**src/sv/mbsp_pkg.sv**
```systemverilog
package mbsp_pkg;

   // Result queue sizing; one byte can cause at most two results
   localparam int QueueDepth = 4;
   localparam int PtrWidth   = $clog2(QueueDepth);
   localparam int CountWidth = $clog2(QueueDepth + 1);

   // Byte codes
   localparam logic [7:0] SYSEX_START  = 8'hF0;
   localparam logic [7:0] MTC_QF       = 8'hF1;
   localparam logic [7:0] SONG_POS     = 8'hF2;
   localparam logic [7:0] SONG_SEL     = 8'hF3;
   localparam logic [7:0] TUNE_REQUEST = 8'hF6;
   localparam logic [7:0] SYSEX_EOX    = 8'hF7;
   localparam logic [7:0] REALTIME_LO  = 8'hF8;
   localparam logic [7:0] KEEP_ALIVE   = 8'hFE;
   localparam logic [7:0] DEFAULT_RUN  = 8'h90;

   typedef enum logic [1:0] {
      PH_NEED_STATUS = 2'd0,
      PH_NEED_ONE    = 2'd1,
      PH_NEED_TWO    = 2'd2,
      PH_SYSEX       = 2'd3
   } phase_type;

   typedef enum logic [3:0] {
      KIND_NOTE_OFF     = 4'd0,
      KIND_NOTE_ON      = 4'd1,
      KIND_POLY_PRESS   = 4'd2,
      KIND_CONTROL      = 4'd3,
      KIND_PROGRAM      = 4'd4,
      KIND_CHAN_PRESS   = 4'd5,
      KIND_BEND         = 4'd6,
      KIND_MTC_QF       = 4'd7,
      KIND_SONG_POS     = 4'd8,
      KIND_SONG_SEL     = 4'd9,
      KIND_TUNE         = 4'd10,
      KIND_SYSEX_DATA   = 4'd11,
      KIND_SYSEX_END    = 4'd12,
      KIND_REALTIME     = 4'd13,
      KIND_KEEP_ALIVE   = 4'd14
   } kind_type;

   typedef struct packed {
      kind_type   kind;
      logic [7:0] status_byte;
      logic [3:0] channel;
      logic [6:0] data_first;
      logic [6:0] data_second;
      logic       ended_by_eox;
      logic       last;
   } result_type;

   // Results of one byte, handed from the parser to the result queue
   typedef struct packed {
      logic [1:0] count;
      result_type first;
      result_type second;
   } push_type;

   function automatic result_type make_result(kind_type kind, logic [7:0] st,
                                              logic [6:0] d1, logic [6:0] d2,
                                              logic eox);
      result_type r;
      r.kind         = kind;
      r.status_byte  = st;
      r.channel      = st[3:0];
      r.data_first   = d1;
      r.data_second  = d2;
      r.ended_by_eox = eox;
      r.last         = 1'b0;
      return r;
   endfunction

endpackage

```
**src/sv/mbsp_if.sv**
```systemverilog
interface mbsp_req_if;
   logic       valid;
   logic       ready;
   logic [7:0] in_byte;

   modport source (output valid, output in_byte, input ready);
   modport sink (input valid, input in_byte, output ready);
endinterface

interface mbsp_rsp_if;
   logic       valid;
   logic       ready;
   logic [3:0] kind;
   logic [7:0] status_byte;
   logic [3:0] channel;
   logic [6:0] data_first;
   logic [6:0] data_second;
   logic       ended_by_eox;
   logic       last;

   modport source (output valid, output kind, output status_byte, output channel,
                   output data_first, output data_second, output ended_by_eox,
                   output last, input ready);
   modport sink (input valid, input kind, input status_byte, input channel,
                 input data_first, input data_second, input ended_by_eox,
                 input last, output ready);
endinterface

```
**src/sv/midi_byte_stream_parser_top.sv**
```systemverilog
// MIDI byte stream parser with running status. Each transfer on req_chan
// carries one received MIDI byte; decoded messages leave on rsp_chan, at
// most two per byte (a status byte that closes a sysex gives a sysex end,
// and a tune request that does so gives the tune result after it), with
// last set on the final one. A byte is registered at its transfer and
// decoded when the result queue has room; its results are registered in
// the queue and presented from there. One byte per cycle is taken as
// long as the four-entry result queue has room for two more entries. The
// offline bit, written from csr_wr_data with csr_wr_en, suppresses all
// results while set and parsing continues; a change of the bit re-arms
// running status. Write it only while idle.
module midi_byte_stream_parser_top (
   input  logic       clock,
   input  logic       reset,
   mbsp_req_if.sink   req_chan,
   mbsp_rsp_if.source rsp_chan,
   input  logic       csr_wr_en,
   input  logic       csr_wr_data
);
   import mbsp_pkg::*;

   logic       stage_valid_ff, stage_valid_in;
   logic [7:0] stage_byte_ff, stage_byte_in;
   logic       advance;
   logic       room;
   logic       accept;
   push_type   push;

   // Decode the staged byte only when the queue can take two results
   assign advance        = stage_valid_ff && room;
   assign req_chan.ready = !stage_valid_ff || advance;
   assign accept         = req_chan.valid && req_chan.ready;

   // Input stage: hold a byte until it is decoded
   always_comb begin
      stage_byte_in  = accept ? req_chan.in_byte : stage_byte_ff;
      stage_valid_in = accept || (stage_valid_ff && !advance);
   end

   always_ff @(posedge clock) begin
      if (reset) begin
         stage_valid_ff <= 1'b0;
      end else begin
         stage_valid_ff <= stage_valid_in;
      end
   end

   always_ff @(posedge clock) begin
      stage_byte_ff <= stage_byte_in;
   end

   mbsp_parser u_parser (
      .clock       (clock),
      .reset       (reset),
      .item_valid  (advance),
      .item_byte   (stage_byte_ff),
      .csr_wr_en   (csr_wr_en),
      .csr_wr_data (csr_wr_data),
      .push        (push)
   );

   mbsp_queue u_queue (
      .clock    (clock),
      .reset    (reset),
      .push     (push),
      .room     (room),
      .rsp_chan (rsp_chan)
   );

endmodule

```
**src/sv/mbsp_parser.sv**
```systemverilog
module mbsp_parser (
   input  logic               clock,
   input  logic               reset,
   input  logic               item_valid,
   input  logic [7:0]         item_byte,
   input  logic               csr_wr_en,
   input  logic               csr_wr_data,
   output mbsp_pkg::push_type push
);
   import mbsp_pkg::*;

   phase_type  phase_ff, phase_in;
   logic [7:0] cur_status_ff, cur_status_in;
   logic [7:0] run_status_ff, run_status_in;
   logic       run_allowed_ff, run_allowed_in;
   logic       held_ff, held_in;
   logic [6:0] held_data_ff, held_data_in;
   phase_type  saved_phase_ff, saved_phase_in;
   logic       saved_allowed_ff, saved_allowed_in;
   logic [7:0] saved_status_ff, saved_status_in;
   logic       offline_ff, offline_in;

   result_type res0, res1, tune_res;
   logic [1:0] res_count;
   logic [6:0] d1, d2;

   function automatic kind_type kind_of(logic [7:0] st, logic [6:0] second);
      kind_type k;
      case (st[7:4])
         4'h8:    k = KIND_NOTE_OFF;
         4'h9:    k = (second == 7'd0) ? KIND_NOTE_OFF : KIND_NOTE_ON;
         4'hA:    k = KIND_POLY_PRESS;
         4'hB:    k = KIND_CONTROL;
         4'hC:    k = KIND_PROGRAM;
         4'hD:    k = KIND_CHAN_PRESS;
         4'hE:    k = KIND_BEND;
         default: begin
            if (st == MTC_QF) k = KIND_MTC_QF;
            else if (st == SONG_POS) k = KIND_SONG_POS;
            else k = KIND_SONG_SEL;
         end
      endcase
      return k;
   endfunction

   // Decode one byte and work out the next parse state
   always_comb begin
      phase_in         = phase_ff;
      cur_status_in    = cur_status_ff;
      run_status_in    = run_status_ff;
      run_allowed_in   = run_allowed_ff;
      held_in          = held_ff;
      held_data_in     = held_data_ff;
      saved_phase_in   = saved_phase_ff;
      saved_allowed_in = saved_allowed_ff;
      saved_status_in  = saved_status_ff;
      offline_in       = offline_ff;
      res0             = '0;
      res1             = '0;
      res_count        = 2'd0;
      d1               = 7'd0;
      d2               = 7'd0;
      tune_res         = make_result(KIND_TUNE, TUNE_REQUEST, 7'd0, 7'd0, 1'b0);

      if (item_valid) begin
         if (item_byte >= REALTIME_LO) begin
            // Realtime: answer at once, parse state untouched
            res0 = make_result((item_byte == KEEP_ALIVE) ? KIND_KEEP_ALIVE
                               : KIND_REALTIME, item_byte, 7'd0, 7'd0, 1'b0);
            res_count = 2'd1;
         end else if (item_byte[7]) begin
            // Any status byte closes an open sysex first
            if (phase_ff == PH_SYSEX) begin
               res0 = make_result(KIND_SYSEX_END, SYSEX_START, 7'd0, 7'd0,
                                  item_byte == SYSEX_EOX);
               res_count = 2'd1;
            end
            held_in = 1'b0;
            if (item_byte == SYSEX_EOX) begin
               // Restore the state saved at sysex start
               phase_in       = saved_phase_ff;
               run_allowed_in = saved_allowed_ff;
               cur_status_in  = saved_status_ff;
               if (saved_phase_ff != PH_NEED_STATUS && !saved_allowed_ff) begin
                  phase_in = PH_NEED_STATUS;
               end
            end else if (item_byte[7:4] != 4'hF) begin
               // Channel status: arm running status
               cur_status_in  = item_byte;
               run_status_in  = item_byte;
               run_allowed_in = 1'b1;
               phase_in = (item_byte[7:5] == 3'b110) ? PH_NEED_ONE : PH_NEED_TWO;
            end else begin
               unique case (item_byte) inside
                  SYSEX_START: begin
                     saved_phase_in   = phase_ff;
                     saved_allowed_in = run_allowed_ff;
                     saved_status_in  = cur_status_ff;
                     phase_in         = PH_SYSEX;
                  end
                  MTC_QF, SONG_SEL: phase_in = PH_NEED_ONE;
                  SONG_POS:         phase_in = PH_NEED_TWO;
                  default: begin
                     phase_in = PH_NEED_STATUS;
                     if (item_byte == TUNE_REQUEST) begin
                        if (res_count == 2'd0) res0 = tune_res;
                        else res1 = tune_res;
                        res_count = res_count + 2'd1;
                     end
                  end
               endcase
               cur_status_in  = item_byte;
               run_allowed_in = 1'b0;
            end
         end else begin
            // Data byte
            case (phase_ff)
               PH_SYSEX: begin
                  res0 = make_result(KIND_SYSEX_DATA, SYSEX_START, item_byte[6:0],
                                     7'd0, 1'b0);
                  res_count = 2'd1;
               end
               PH_NEED_TWO: begin
                  if (!held_ff) begin
                     held_data_in = item_byte[6:0];
                     held_in      = 1'b1;
                  end else begin
                     d1        = held_data_ff;
                     d2        = item_byte[6:0];
                     res_count = 2'd1;
                  end
               end
               PH_NEED_ONE: begin
                  d1        = item_byte[6:0];
                  res_count = 2'd1;
               end
               default: ;
            endcase
            if (res_count != 2'd0 && phase_ff != PH_SYSEX) begin
               res0 = make_result(kind_of(cur_status_ff, d2), cur_status_ff, d1, d2,
                                  1'b0);
               held_in = 1'b0;
               if (!run_allowed_ff) phase_in = PH_NEED_STATUS;
            end
         end
      end

      // A change of the offline bit re-arms running status
      if (csr_wr_en && csr_wr_data != offline_ff) begin
         offline_in     = csr_wr_data;
         cur_status_in  = DEFAULT_RUN;
         run_status_in  = DEFAULT_RUN;
         run_allowed_in = 1'b1;
         held_in        = 1'b0;
         phase_in       = PH_NEED_STATUS;
      end
   end

   // Mark the final result and drop everything while offline
   always_comb begin
      push.first  = res0;
      push.second = res1;
      push.count  = offline_ff ? 2'd0 : res_count;
      if (res_count == 2'd2) push.second.last = 1'b1;
      else push.first.last = 1'b1;
   end

   always_ff @(posedge clock) begin
      if (reset) begin
         phase_ff         <= PH_NEED_STATUS;
         cur_status_ff    <= DEFAULT_RUN;
         run_status_ff    <= DEFAULT_RUN;
         run_allowed_ff   <= 1'b1;
         held_ff          <= 1'b0;
         held_data_ff     <= 7'd0;
         saved_phase_ff   <= PH_NEED_STATUS;
         saved_allowed_ff <= 1'b0;
         saved_status_ff  <= 8'd0;
         offline_ff       <= 1'b0;
      end else begin
         phase_ff         <= phase_in;
         cur_status_ff    <= cur_status_in;
         run_status_ff    <= run_status_in;
         run_allowed_ff   <= run_allowed_in;
         held_ff          <= held_in;
         held_data_ff     <= held_data_in;
         saved_phase_ff   <= saved_phase_in;
         saved_allowed_ff <= saved_allowed_in;
         saved_status_ff  <= saved_status_in;
         offline_ff       <= offline_in;
      end
   end

endmodule

```
**src/sv/mbsp_queue.sv**
```systemverilog
module mbsp_queue (
   input  logic               clock,
   input  logic               reset,
   input  mbsp_pkg::push_type push,
   output logic               room,
   mbsp_rsp_if.source         rsp_chan
);
   import mbsp_pkg::*;

   result_type            mem_ff [QueueDepth];
   logic [PtrWidth-1:0]   wr_ptr_ff, wr_ptr_in, wr_next_ptr;
   logic [PtrWidth-1:0]   rd_ptr_ff, rd_ptr_in;
   logic [CountWidth-1:0] count_ff, count_in;
   logic                  pop;
   result_type            head;

   assign pop         = rsp_chan.valid && rsp_chan.ready;
   assign wr_next_ptr = PtrWidth'(wr_ptr_ff + 1'b1);
   assign room        = (count_ff <= CountWidth'(QueueDepth - 2));

   // Advance pointers and fill level
   always_comb begin
      wr_ptr_in = PtrWidth'(wr_ptr_ff + PtrWidth'(push.count));
      rd_ptr_in = PtrWidth'(rd_ptr_ff + PtrWidth'(pop));
      count_in  = CountWidth'(count_ff + CountWidth'(push.count) - CountWidth'(pop));
   end

   always_ff @(posedge clock) begin
      if (reset) begin
         wr_ptr_ff <= '0;
         rd_ptr_ff <= '0;
         count_ff  <= '0;
      end else begin
         wr_ptr_ff <= wr_ptr_in;
         rd_ptr_ff <= rd_ptr_in;
         count_ff  <= count_in;
      end
   end

   // Store up to two results per cycle
   always_ff @(posedge clock) begin
      if (push.count != 2'd0) mem_ff[wr_ptr_ff] <= push.first;
      if (push.count == 2'd2) mem_ff[wr_next_ptr] <= push.second;
   end

   // Present the oldest result
   assign head                  = mem_ff[rd_ptr_ff];
   assign rsp_chan.valid        = (count_ff != '0);
   assign rsp_chan.kind         = head.kind;
   assign rsp_chan.status_byte  = head.status_byte;
   assign rsp_chan.channel      = head.channel;
   assign rsp_chan.data_first   = head.data_first;
   assign rsp_chan.data_second  = head.data_second;
   assign rsp_chan.ended_by_eox = head.ended_by_eox;
   assign rsp_chan.last         = head.last;

endmodule

```
**src/flat_wrapper.sv**
```systemverilog
// flat-port wrapper written by rule: the top's interface ports become plain ports
module midi_byte_stream_parser_top_flat import mbsp_pkg::*;
  (clock, reset, csr_wr_en, csr_wr_data, req_chan_valid, req_chan_in_byte, req_chan_ready, rsp_chan_valid, rsp_chan_kind, rsp_chan_status_byte, rsp_chan_channel, rsp_chan_data_first, rsp_chan_data_second, rsp_chan_ended_by_eox, rsp_chan_last, rsp_chan_ready);
  mbsp_req_if req_chan_i ();
  mbsp_rsp_if rsp_chan_i ();
  input  logic clock;
  input  logic reset;
  input  logic csr_wr_en;
  input  logic csr_wr_data;
  input wire logic [$bits(req_chan_i.valid)-1:0] req_chan_valid;
  input wire logic [$bits(req_chan_i.in_byte)-1:0] req_chan_in_byte;
  output wire logic [$bits(req_chan_i.ready)-1:0] req_chan_ready;
  output wire logic [$bits(rsp_chan_i.valid)-1:0] rsp_chan_valid;
  output wire logic [$bits(rsp_chan_i.kind)-1:0] rsp_chan_kind;
  output wire logic [$bits(rsp_chan_i.status_byte)-1:0] rsp_chan_status_byte;
  output wire logic [$bits(rsp_chan_i.channel)-1:0] rsp_chan_channel;
  output wire logic [$bits(rsp_chan_i.data_first)-1:0] rsp_chan_data_first;
  output wire logic [$bits(rsp_chan_i.data_second)-1:0] rsp_chan_data_second;
  output wire logic [$bits(rsp_chan_i.ended_by_eox)-1:0] rsp_chan_ended_by_eox;
  output wire logic [$bits(rsp_chan_i.last)-1:0] rsp_chan_last;
  input wire logic [$bits(rsp_chan_i.ready)-1:0] rsp_chan_ready;
  assign req_chan_i.valid = req_chan_valid;
  assign req_chan_i.in_byte = req_chan_in_byte;
  assign req_chan_ready = req_chan_i.ready;
  assign rsp_chan_valid = rsp_chan_i.valid;
  assign rsp_chan_kind = rsp_chan_i.kind;
  assign rsp_chan_status_byte = rsp_chan_i.status_byte;
  assign rsp_chan_channel = rsp_chan_i.channel;
  assign rsp_chan_data_first = rsp_chan_i.data_first;
  assign rsp_chan_data_second = rsp_chan_i.data_second;
  assign rsp_chan_ended_by_eox = rsp_chan_i.ended_by_eox;
  assign rsp_chan_last = rsp_chan_i.last;
  assign rsp_chan_i.ready = rsp_chan_ready;
  midi_byte_stream_parser_top u_core (.clock(clock), .reset(reset), .req_chan(req_chan_i), .rsp_chan(rsp_chan_i), .csr_wr_en(csr_wr_en), .csr_wr_data(csr_wr_data));
endmodule
```
**config.mk**
```make
export PLATFORM = sky130hd
export DESIGN_NAME = midi_byte_stream_parser_top_flat
export DESIGN_NICKNAME = d
export VERILOG_FILES = /design/src/sv/mbsp_pkg.sv /design/src/sv/mbsp_if.sv /design/src/sv/midi_byte_stream_parser_top.sv /design/src/sv/mbsp_parser.sv /design/src/sv/mbsp_queue.sv /design/src/flat_wrapper.sv
export SDC_FILE = /design/constraint.sdc
export NUM_CORES = 1
export LEC_CHECK = 0
export ABC_CLOCK_PERIOD_IN_PS = 3000
export BUFFER_PORTS_ARGS = -buffer_cell sky130_fd_sc_hd__buf_2
export CAP_MARGIN = 20
export CORE_ASPECT_RATIO = 0.6
export CORE_MARGIN = 1.5
export CORE_UTILIZATION = 55
export CTS_BUF_LIST = sky130_fd_sc_hd__clkbuf_16
export CTS_CLUSTER_DIAMETER = 60
export DETAILED_ROUTE_END_ITERATION = 7
export GPL_ROUTABILITY_DRIVEN = 0
export PLACE_DENSITY = 0.76
export SKIP_CTS_REPAIR_TIMING = 1
export SLEW_MARGIN = 20
export SYNTH_ARGS = -nofsm -noshare
export SYNTH_HDL_FRONTEND = slang
export SYNTH_SLANG_ARGS = --single-unit
```
**constraint.sdc**
```tcl
create_clock -name clock -period 3 [get_ports clock]
set_input_delay 0.45 -clock clock [delete_from_list [all_inputs] [get_ports clock]]
set_output_delay 0.45 -clock clock [all_outputs]
set_load 0.005 [all_outputs]
```
==> out/summary.md, run 1 <==
## Outcome
* complete, but fails checks — result of the run
* negative setup slack — failing checks

## Critical path
* 14 — worst reg-to-reg path cell count
* register — launching element type of the critical path
* 3.33 ns — endpoint arrival time on the critical path
* 2 — biggest fanout along the worst timing path
* -0.04 ns — setup slack on the worst flop-to-flop path
* 3.29 ns — required time reported for the critical path endpoint
* register — type of element capturing the critical path
* register to register — start-to-end type of the worst setup path

## Route
* 5 — router iterations before antenna repair
* met4 — topmost layer with routed signal wires
* 0 — Detail Route Antenna Nets
* 20.0 microns — WL per Instance
* 21400 microns — overall routed net length
* 2430 microns — Met3 Routed Length
* 0 — post-route DRC violation count
* 626 — number of design-rule violations left by the first detailed-router iteration
* 6832 — number of vias after detailed routing
* 9510 microns — sum of met2 wire segment lengths after detailed routing
* 9140 microns — length of routed wiring on met1
* 6.39 — number of vias per cell

## Clock tree
* 2 — Clock Path Buffers
* 0.07 ns — clock-pin slew on the worst setup and hold paths
* 4 — Max H-tree Level
* 159 — clk sink count
* 17 — TritonCTS Buffers
* 0.43 ns — worst-skew pair later-pin latency
* done — CTS tree
* sky130_fd_sc_hd__clkbuf_16 — root buffer cell

## Global routing
* 34000 microns — first-pass GRT wire length
* 0 — initial antenna violation count
* 0 — grt ovf
* 77 — pin count of the biggest net entering global routing
* 6589 — via count of the first global-routing pass
* 30.3% — GRT Resource Usage Total

## Logic synthesis
* 47.1% — sequential cell area fraction in the yosys report
* sky130_fd_sc_hd__dfxtp_1 — main flop type after synthesis
* 20.6% — compound-gate portion of the synthesized area
* 851 — post-synthesis net count
* 824 — Post-Syn Instances
* 9.33 sq um — mean area per synthesized cell
* compound AO/OA/AOI/OAI gates — main combinational cell family by area after synthesis
* 15.7% — synthesized-area fraction occupied by and/or/nand/nor cells
* 0% — fraction of registers with async set or reset after synthesis
* 2.21% — adder-cell share of the synthesized area
* 159 — flops & latches, synth
* 0 — total number of yosys warnings
* 8.46% — multiplexer area fraction after synthesis
* 0.00769 sq mm — post-synthesis cell area
* 44 — number of enable flip-flop cells after synthesis
* 63 — synth unique cells
* 0.684% — Post-Synth XOR/XNOR Area

## Power
* 592 mW/mm^2 — power density over cell area
* 44.8% — proportion of power drawn by flip-flops and latches
* 1.50 mW — switching power
* 16.6% — power share of the combinational group
* 3.17 nW — static leakage power
* 38.7% — clock group share of total power
* 0.000577 V — maximum vdd drop
* 3.80 mW — internal power component
* 28.2% — switching part of the total power

## STA
* 0 — max-slew violation total from the final report
* 1 — endpoints failing setup
* 329 MHz — Max Clk Rate
* 101% — Final Cycle Share
* 0.826 ns — Tightest Pin Transition
* 3.04 ns — minimum clock period after layout
* -0.0421 ns — least setup slack across all paths after layout
* 44.8% — headroom to the max-slew limit
* true — RSZ-0062 raised after global routing
* 0.190 ns — hold_ws
* 0 — Final Hold Vio Count
* 0.0121 ns — worst clock skew

## Cells and area
* 1070 — Post-Layout Cell Count
* 20.7% — proportion of layout cells with a drive suffix above 1
* 892 — final net count
* 0 — diode count
* 1067 — Filler cells
* 65.5% — final core utilization
* 16.4% — area growth from synthesis to layout
* 0.00362 sq mm — register area
* 0.00382 sq mm — combined area of the multi-input logic cells

## Die
* 156 microns — overall die width
* 33 — standard-cell rows
* 56.2% — starting utilization of the core area
* 0.0137 sq mm — Floorplan Core Area
* 94.6 microns — die extent in y
* 48 — io pins
* 0.0147 sq mm — die area

## Min path
* 1 — worst hold path depth
* input port to register — class of the tightest hold or removal check

## Place
* 1035 — Placed Instances
* 47 — number of buffers added on ports
* 14200 microns — placed wire-length estimate

## Run
* 0 — maxcap violations

## synthesized netlist by cell type (2+ instances only)
| cell type | number | area share [%] |
|---|---|---|
| sky130_fd_sc_hd__nor3b_1 | 2 | 0.20 |
| sky130_fd_sc_hd__a22oi_1 | 3 | 0.29 |
| sky130_fd_sc_hd__or2_2 | 2 | 0.16 |
| sky130_fd_sc_hd__nor4b_1 | 2 | 0.23 |
| sky130_fd_sc_hd__mux2i_1 | 2 | 0.26 |
| sky130_fd_sc_hd__a221oi_1 | 5 | 0.57 |
| sky130_fd_sc_hd__clkbuf_2 | 2 | 0.13 |
| sky130_fd_sc_hd__clkbuf_1 | 38 | 1.9 |
| sky130_fd_sc_hd__buf_1 | 3 | 0.15 |
| sky130_fd_sc_hd__buf_4 | 10 | 0.98 |
| sky130_fd_sc_hd__o211ai_1 | 6 | 0.59 |
| sky130_fd_sc_hd__nor2_2 | 4 | 0.33 |
| sky130_fd_sc_hd__buf_2 | 16 | 1.0 |
| sky130_fd_sc_hd__nor2b_1 | 7 | 0.57 |
| sky130_fd_sc_hd__a21oi_1 | 117 | 7.6 |
| sky130_fd_sc_hd__nand3b_1 | 2 | 0.20 |
| sky130_fd_sc_hd__edfxtp_1 | 44 | 17 |
| sky130_fd_sc_hd__nand3_1 | 88 | 5.7 |
| sky130_fd_sc_hd__nor2_1 | 30 | 1.5 |
| sky130_fd_sc_hd__nand2b_1 | 6 | 0.49 |
| sky130_fd_sc_hd__a21o_1 | 7 | 0.68 |
| sky130_fd_sc_hd__nand4_1 | 4 | 0.33 |
| sky130_fd_sc_hd__nand2_1 | 65 | 3.2 |
| sky130_fd_sc_hd__dfxtp_1 | 115 | 30 |
| sky130_fd_sc_hd__nor3_1 | 4 | 0.26 |
| sky130_fd_sc_hd__a22o_1 | 6 | 0.68 |
| sky130_fd_sc_hd__o21a_1 | 3 | 0.29 |
| sky130_fd_sc_hd__and3_1 | 4 | 0.33 |
| sky130_fd_sc_hd__and4_1 | 2 | 0.23 |
| sky130_fd_sc_hd__mux4_2 | 28 | 8.2 |
| sky130_fd_sc_hd__o21ai_1 | 3 | 0.20 |
| sky130_fd_sc_hd__a31oi_1 | 2 | 0.16 |
| sky130_fd_sc_hd__nor4_1 | 3 | 0.24 |
| sky130_fd_sc_hd__and2_1 | 14 | 1.1 |
| sky130_fd_sc_hd__xnor2_1 | 5 | 0.57 |
| sky130_fd_sc_hd__a211oi_1 | 2 | 0.20 |
| sky130_fd_sc_hd__inv_1 | 17 | 0.83 |
| sky130_fd_sc_hd__o21ai_0 | 114 | 7.4 |
| sky130_fd_sc_hd__ha_1 | 12 | 2.0 |
| sky130_fd_sc_hd__a211o_1 | 2 | 0.23 |
## worst paths after layout
kind / endpoint / from
max reg2reg: u_core.u_queue.count_ff[2] / u_core.stage_byte_ff[0]
min reg2reg: u_core.u_parser.saved_status_ff[4] / u_core.u_parser.saved_status_ff[4]
min: u_core.stage_byte_ff[7] / req_chan_in_byte[7]
max: u_core.u_queue.count_ff[2] / u_core.stage_byte_ff[0]
## power by group through the flow
stage          combinational [mW]  clock, mW  sequential (mW)
5_1_grt                     0.949       2.16             2.39
3_5_place_dp                0.828          0             2.42
6_report                    0.878       2.05             2.37
4_1_cts                     0.832       2.07             2.37
3_3_place_gp                0.810          0             2.41
2_1_floorplan               0.649          0             2.33
## layout by cell type (no fill, tap or decap), types with 6 or more instances in the layout
cell type                   synthesis  layout
sky130_fd_sc_hd__edfxtp_1          44      44
sky130_fd_sc_hd__o211ai_1           6       6
sky130_fd_sc_hd__clkbuf_16          0      18
sky130_fd_sc_hd__nor2b_1            7       7
sky130_fd_sc_hd__buf_4             10      38
sky130_fd_sc_hd__buf_2             16      47
sky130_fd_sc_hd__a21oi_1          117     117
sky130_fd_sc_hd__mux4_2            28      28
sky130_fd_sc_hd__and2_1            14      14
sky130_fd_sc_hd__dfxtp_1          115     114
sky130_fd_sc_hd__inv_1             17      14
sky130_fd_sc_hd__nand3_1           88      87
sky130_fd_sc_hd__a22o_1             6       6
sky130_fd_sc_hd__o21ai_0          114     109
sky130_fd_sc_hd__nand2_1           65      61
sky130_fd_sc_hd__a21o_1             7       7
sky130_fd_sc_hd__o21ai_1            3       8
sky130_fd_sc_hd__nor2_1            30      30
sky130_fd_sc_hd__ha_1              12       9
## routing by layer
layer / track usage [%] / vias up
met2: 47.0 / 443
met4: 11.0 / 0
met5: 0 / -
met3: 6.98 / 37
li1: - / 3104
met1: 41.8 / 3248
## kinds of logic after synthesis
logic type	after synthesis
xor gates and xnor gates	6
muxes	30
buffers and inverters	88
adders and majority gates	13
AOI/OAI and AO/OA	284
DFF	159
and+or+nand+nor	244
## area by class of cell
type	instances	area share, %
clock buffers	18	5.03
repair buffers	92	7.19
clock inverters	14	1.16
flip-flops and latches	159	40.5
multi-input cells	577	42.7
well taps	192	2.68
inverters	18	0.755
## flip-flops by register name, summed over array words and instances, names as in the netlist
name                              flops
u_core.u_parser.saved_phase_ff        2
u_core.u_queue.count_ff               3
u_core.u_parser.held_data_ff          7
u_core.u_parser.cur_status_ff         8
u_core.u_parser.phase_ff              2
u_core.u_parser.offline_ff            1
u_core.u_queue.wr_ptr_ff              2
u_core.u_parser.held_ff               1
u_core.stage_byte_ff                  8
u_core.u_parser.run_allowed_ff        1
u_core.u_parser.saved_status_ff       8
u_core.u_queue.mem_ff               112
u_core.u_parser.saved_allowed_ff      1
u_core.u_queue.rd_ptr_ff              2
u_core.stage_valid_ff                 1
## per-stage QoR
step	total power, mW	setup slack (ns)	TNS [ns]	area, sq um
after detailed placement	3.24	-0.0992	-3.44	8260
final	5.30	-0.0421	-0.0421	8950
after global placement	3.22	-0.0322	-0.0705	8260
after floorplan	2.98	-0.132	-0.132	7750
after global routing	5.50	-0.151	-0.182	8950
after CTS	5.27	-0.120	-5.55	8820
## worst max-delay path: stages (launching register included)
cell and delay, ns:
sky130_fd_sc_hd__edfxtp_1 0.38, sky130_fd_sc_hd__nand2b_4 0.15, sky130_fd_sc_hd__or4_4 0.58, sky130_fd_sc_hd__ha_4 0.29
sky130_fd_sc_hd__inv_2 0.04, sky130_fd_sc_hd__o2111ai_4 0.20, sky130_fd_sc_hd__nand3_2 0.14, sky130_fd_sc_hd__ha_4 0.23
sky130_fd_sc_hd__inv_2 0.07, sky130_fd_sc_hd__ha_4 0.12, sky130_fd_sc_hd__inv_2 0.03, sky130_fd_sc_hd__fa_2 0.34
sky130_fd_sc_hd__xnor2_2 0.14, sky130_fd_sc_hd__xnor2_1 0.13, sky130_fd_sc_hd__nor2_1 0.05
Note: power is estimated with default switching activity, not from simulation.
==> run 2: changes to the inputs <==
Settings changed: ABC_CLOCK_PERIOD_IN_PS 3000 to unset, CORE_MARGIN 1.5 to 3.
==> out/summary.md, run 2 (synthesized netlist as in run 1, its figures left out) <==
## Outcome
* complete, but fails checks — result of the run
* negative setup slack — failing checks

## STA
* 3.02 ns — minimum clock period after layout, -0.0204 ns
* 50.0% — headroom to the max-slew limit, +5.2 points
* -0.0217 ns — least setup slack across all paths after layout, +0.0204 ns
* 1 — endpoints failing setup, unchanged
* 0 — Final Hold Vio Count, unchanged
* 0.00887 ns — worst clock skew, -0.00328 ns
* 0 — max-slew violation total from the final report, unchanged
* true — RSZ-0062 raised after global routing
* 0.188 ns — hold_ws, -0.00123 ns
* 101% — Final Cycle Share, -0.68 points
* 331 MHz — Max Clk Rate, +0.68%
* 0.751 ns — Tightest Pin Transition, -0.0756 ns

## Die
* 58.0% — starting utilization of the core area, +1.8 points
* 32 — standard-cell rows, -3.0%
* 0.0133 sq mm — Floorplan Core Area, -3.0%
* 0.0155 sq mm — die area, +5.2%
* 159 microns — overall die width, +1.9%
* 97.6 microns — die extent in y, +3.2%
* 48 — io pins, unchanged

## Min path
* input port to register — class of the tightest hold or removal check

## Global routing
* 34900 microns — first-pass GRT wire length, +2.7%
* 28.5% — GRT Resource Usage Total, -1.8 points
* 0 — initial antenna violation count, unchanged
* 77 — pin count of the biggest net entering global routing, unchanged
* 6694 — via count of the first global-routing pass, +1.6%
* 0 — grt ovf, unchanged

## Clock tree
* 159 — clk sink count, unchanged
* done — CTS tree
* 4 — Max H-tree Level, unchanged
* sky130_fd_sc_hd__clkbuf_16 — root buffer cell
* 0.07 ns — clock-pin slew on the worst setup and hold paths, about the same
* 17 — TritonCTS Buffers, unchanged
* 2 — Clock Path Buffers, unchanged
* 0.44 ns — worst-skew pair later-pin latency, about the same

## Critical path
* register — launching element type of the critical path
* 0.53 ns — highest cell delay on the worst timing path, -0.05 ns
* 2 — biggest fanout along the worst timing path, unchanged
* register to register — start-to-end type of the worst setup path
* register — type of element capturing the critical path
* nand2b_4, or4_4, ha_4, inv_4, o2111ai_4, nand3_2, ha_4, inv_2, ha_4, inv_2, fa_2, xnor2_2, xnor2_1, nor2_1 — CP cell instances
* sky130_fd_sc_hd__ha_4 — CP dominant cell by count
* sky130_fd_sc_hd__or4_4 — library cell contributing the largest single delay on the critical path
* 3.32 ns — endpoint arrival time on the critical path, about the same
* 3.30 ns — required time reported for the critical path endpoint, about the same

## Cells and area
* 67.6% — final core utilization, +2.1 points
* u_core.u_queue.mem_ff — register with the highest flop count
* 0.00896 sq mm — post-route standard cell area excluding fillers, +0.13%
* 20.8% — proportion of layout cells with a drive suffix above 1, +0.090 points
* 112 — max FFs per register, unchanged
* 894 — final net count, +0.22%
* 16.6% — area growth from synthesis to layout
* 1066 — Post-Layout Cell Count, -0.37%
* sky130_fd_sc_hd__a21oi_1, sky130_fd_sc_hd__o21ai_0, sky130_fd_sc_hd__dfxtp_1 — leading cell types in the layout, fill and taps excluded
* 0 — diode count, unchanged
* sky130_fd_sc_hd__a21oi_1 — most common cell after layout, fill and taps aside

## Route
* 22200 microns — overall routed net length, +3.7%
* 0 — post-route DRC violation count, unchanged
* 6.57 — number of vias per cell, +2.8%
* 20.8 microns — WL per Instance, +4.1%
* 6999 — number of vias after detailed routing, +2.4%
* 0 — Detail Route Antenna Nets, unchanged
* 6 — router iterations before antenna repair, +1
* 904 — number of design-rule violations left by the first detailed-router iteration, +44%

## Power
* 0.000534 V — maximum vdd drop, -7.5%
* 5.39 mW — Total Power, +1.8%
* 28.8% — switching part of the total power, +0.57 points
* 602 mW/mm^2 — power density over cell area, +1.6%
* 16.9% — power share of the combinational group, +0.3 points
* 40.2% — clock group share of total power, +1.5 points
* 1.55 mW — switching power, +3.8%
* 42.9% — proportion of power drawn by flip-flops and latches, -1.9 points
* 3.19 nW — static leakage power, +0.78%
* 3.84 mW — internal power component, +0.95%

## Place
* 0.00827 sq mm — post-place instance area, +0.11%
* 1032 — Placed Instances, -0.29%
* 47 — number of buffers added on ports, unchanged
* 14400 microns — placed wire-length estimate, +1.7%

## Run
* 0 — maxcap violations, unchanged

==> run 2: cell count changes in the layout (fill, tap and decap cells not counted), moves of 3 or more <==
cell / change
sky130_fd_sc_hd__buf_4: +5
sky130_fd_sc_hd__o21ai_0: +5
sky130_fd_sc_hd__o21ai_1: -5
sky130_fd_sc_hd__buf_12: -3
==> run 2: through the flow <==
stage | setup WS [ns] | setup TNS [ns]
after detailed placement | -0.119 | -0.183
after floorplan | -0.132 | -0.132
final | -0.0217 | -0.0217
after global placement | -0.00100 | -0.00100
after CTS | -0.142 | -0.618
after global routing | -0.134 | -0.224
==> run 2: worst paths after layout <==
| kind | from | slack, ns | depth (start not counted) | to |
|---|---|---|---|---|
| hold reg to reg | u_core.u_parser.saved_status_ff[7] | 0.46 | 2 | u_core.u_parser.saved_status_ff[7] |
| setup reg to reg | u_core.stage_byte_ff[0] | -0.02 | 14 | u_core.u_queue.count_ff[2] |
| setup / recovery | u_core.stage_byte_ff[0] | -0.02 | 14 | u_core.u_queue.count_ff[2] |
| hold / removal | req_chan_in_byte[7] | 0.19 | 1 | u_core.stage_byte_ff[7] |
==> run 2: cell type report <==
| type | count | area, sq um |
|---|---|---|
| Clock buffer | 17 | 425 |
| Clock inverter | 14 | 151 |
| Fill cell | 1022 | 4290 |
| Inverter | 18 | 70.1 |
| Multi-Input combinational cell | 577 | 3800 |
| Sequential cell | 159 | 3620 |
| Tap cell | 187 | 234 |
| Timing Repair Buffer | 94 | 651 |
==> run 2: layer usage <==
layer	global-route usage, %	wire length (microns)
met1	41.3	9450
met2	42.3	9730
met3	6.23	2570
met4	9.58	464
met5	0	0
==> run 2: power groups by stage <==
stage	registers, mW	logic, mW	clock network (mW)
6_report	2.31	0.913	2.17
5_1_grt	2.32	0.985	2.26
4_1_cts	2.31	0.877	2.18
3_5_place_dp	2.36	0.870	0
3_3_place_gp	2.35	0.843	0
2_1_floorplan	2.33	0.649	0
==> run 2: critical path: cells and delay by family (launching register included) <==
| kind | cells | cell delay [ns] |
|---|---|---|
| AND/OR/NAND/NOR | 4 | 0.88 |
| flip-flops | 1 | 0.39 |
| adder cells (fa/ha/maj) | 4 | 0.99 |
| XOR/XNOR | 2 | 0.28 |
| AO/OA/AOI/OAI | 1 | 0.21 |
| buffers and inverters | 3 | 0.13 |
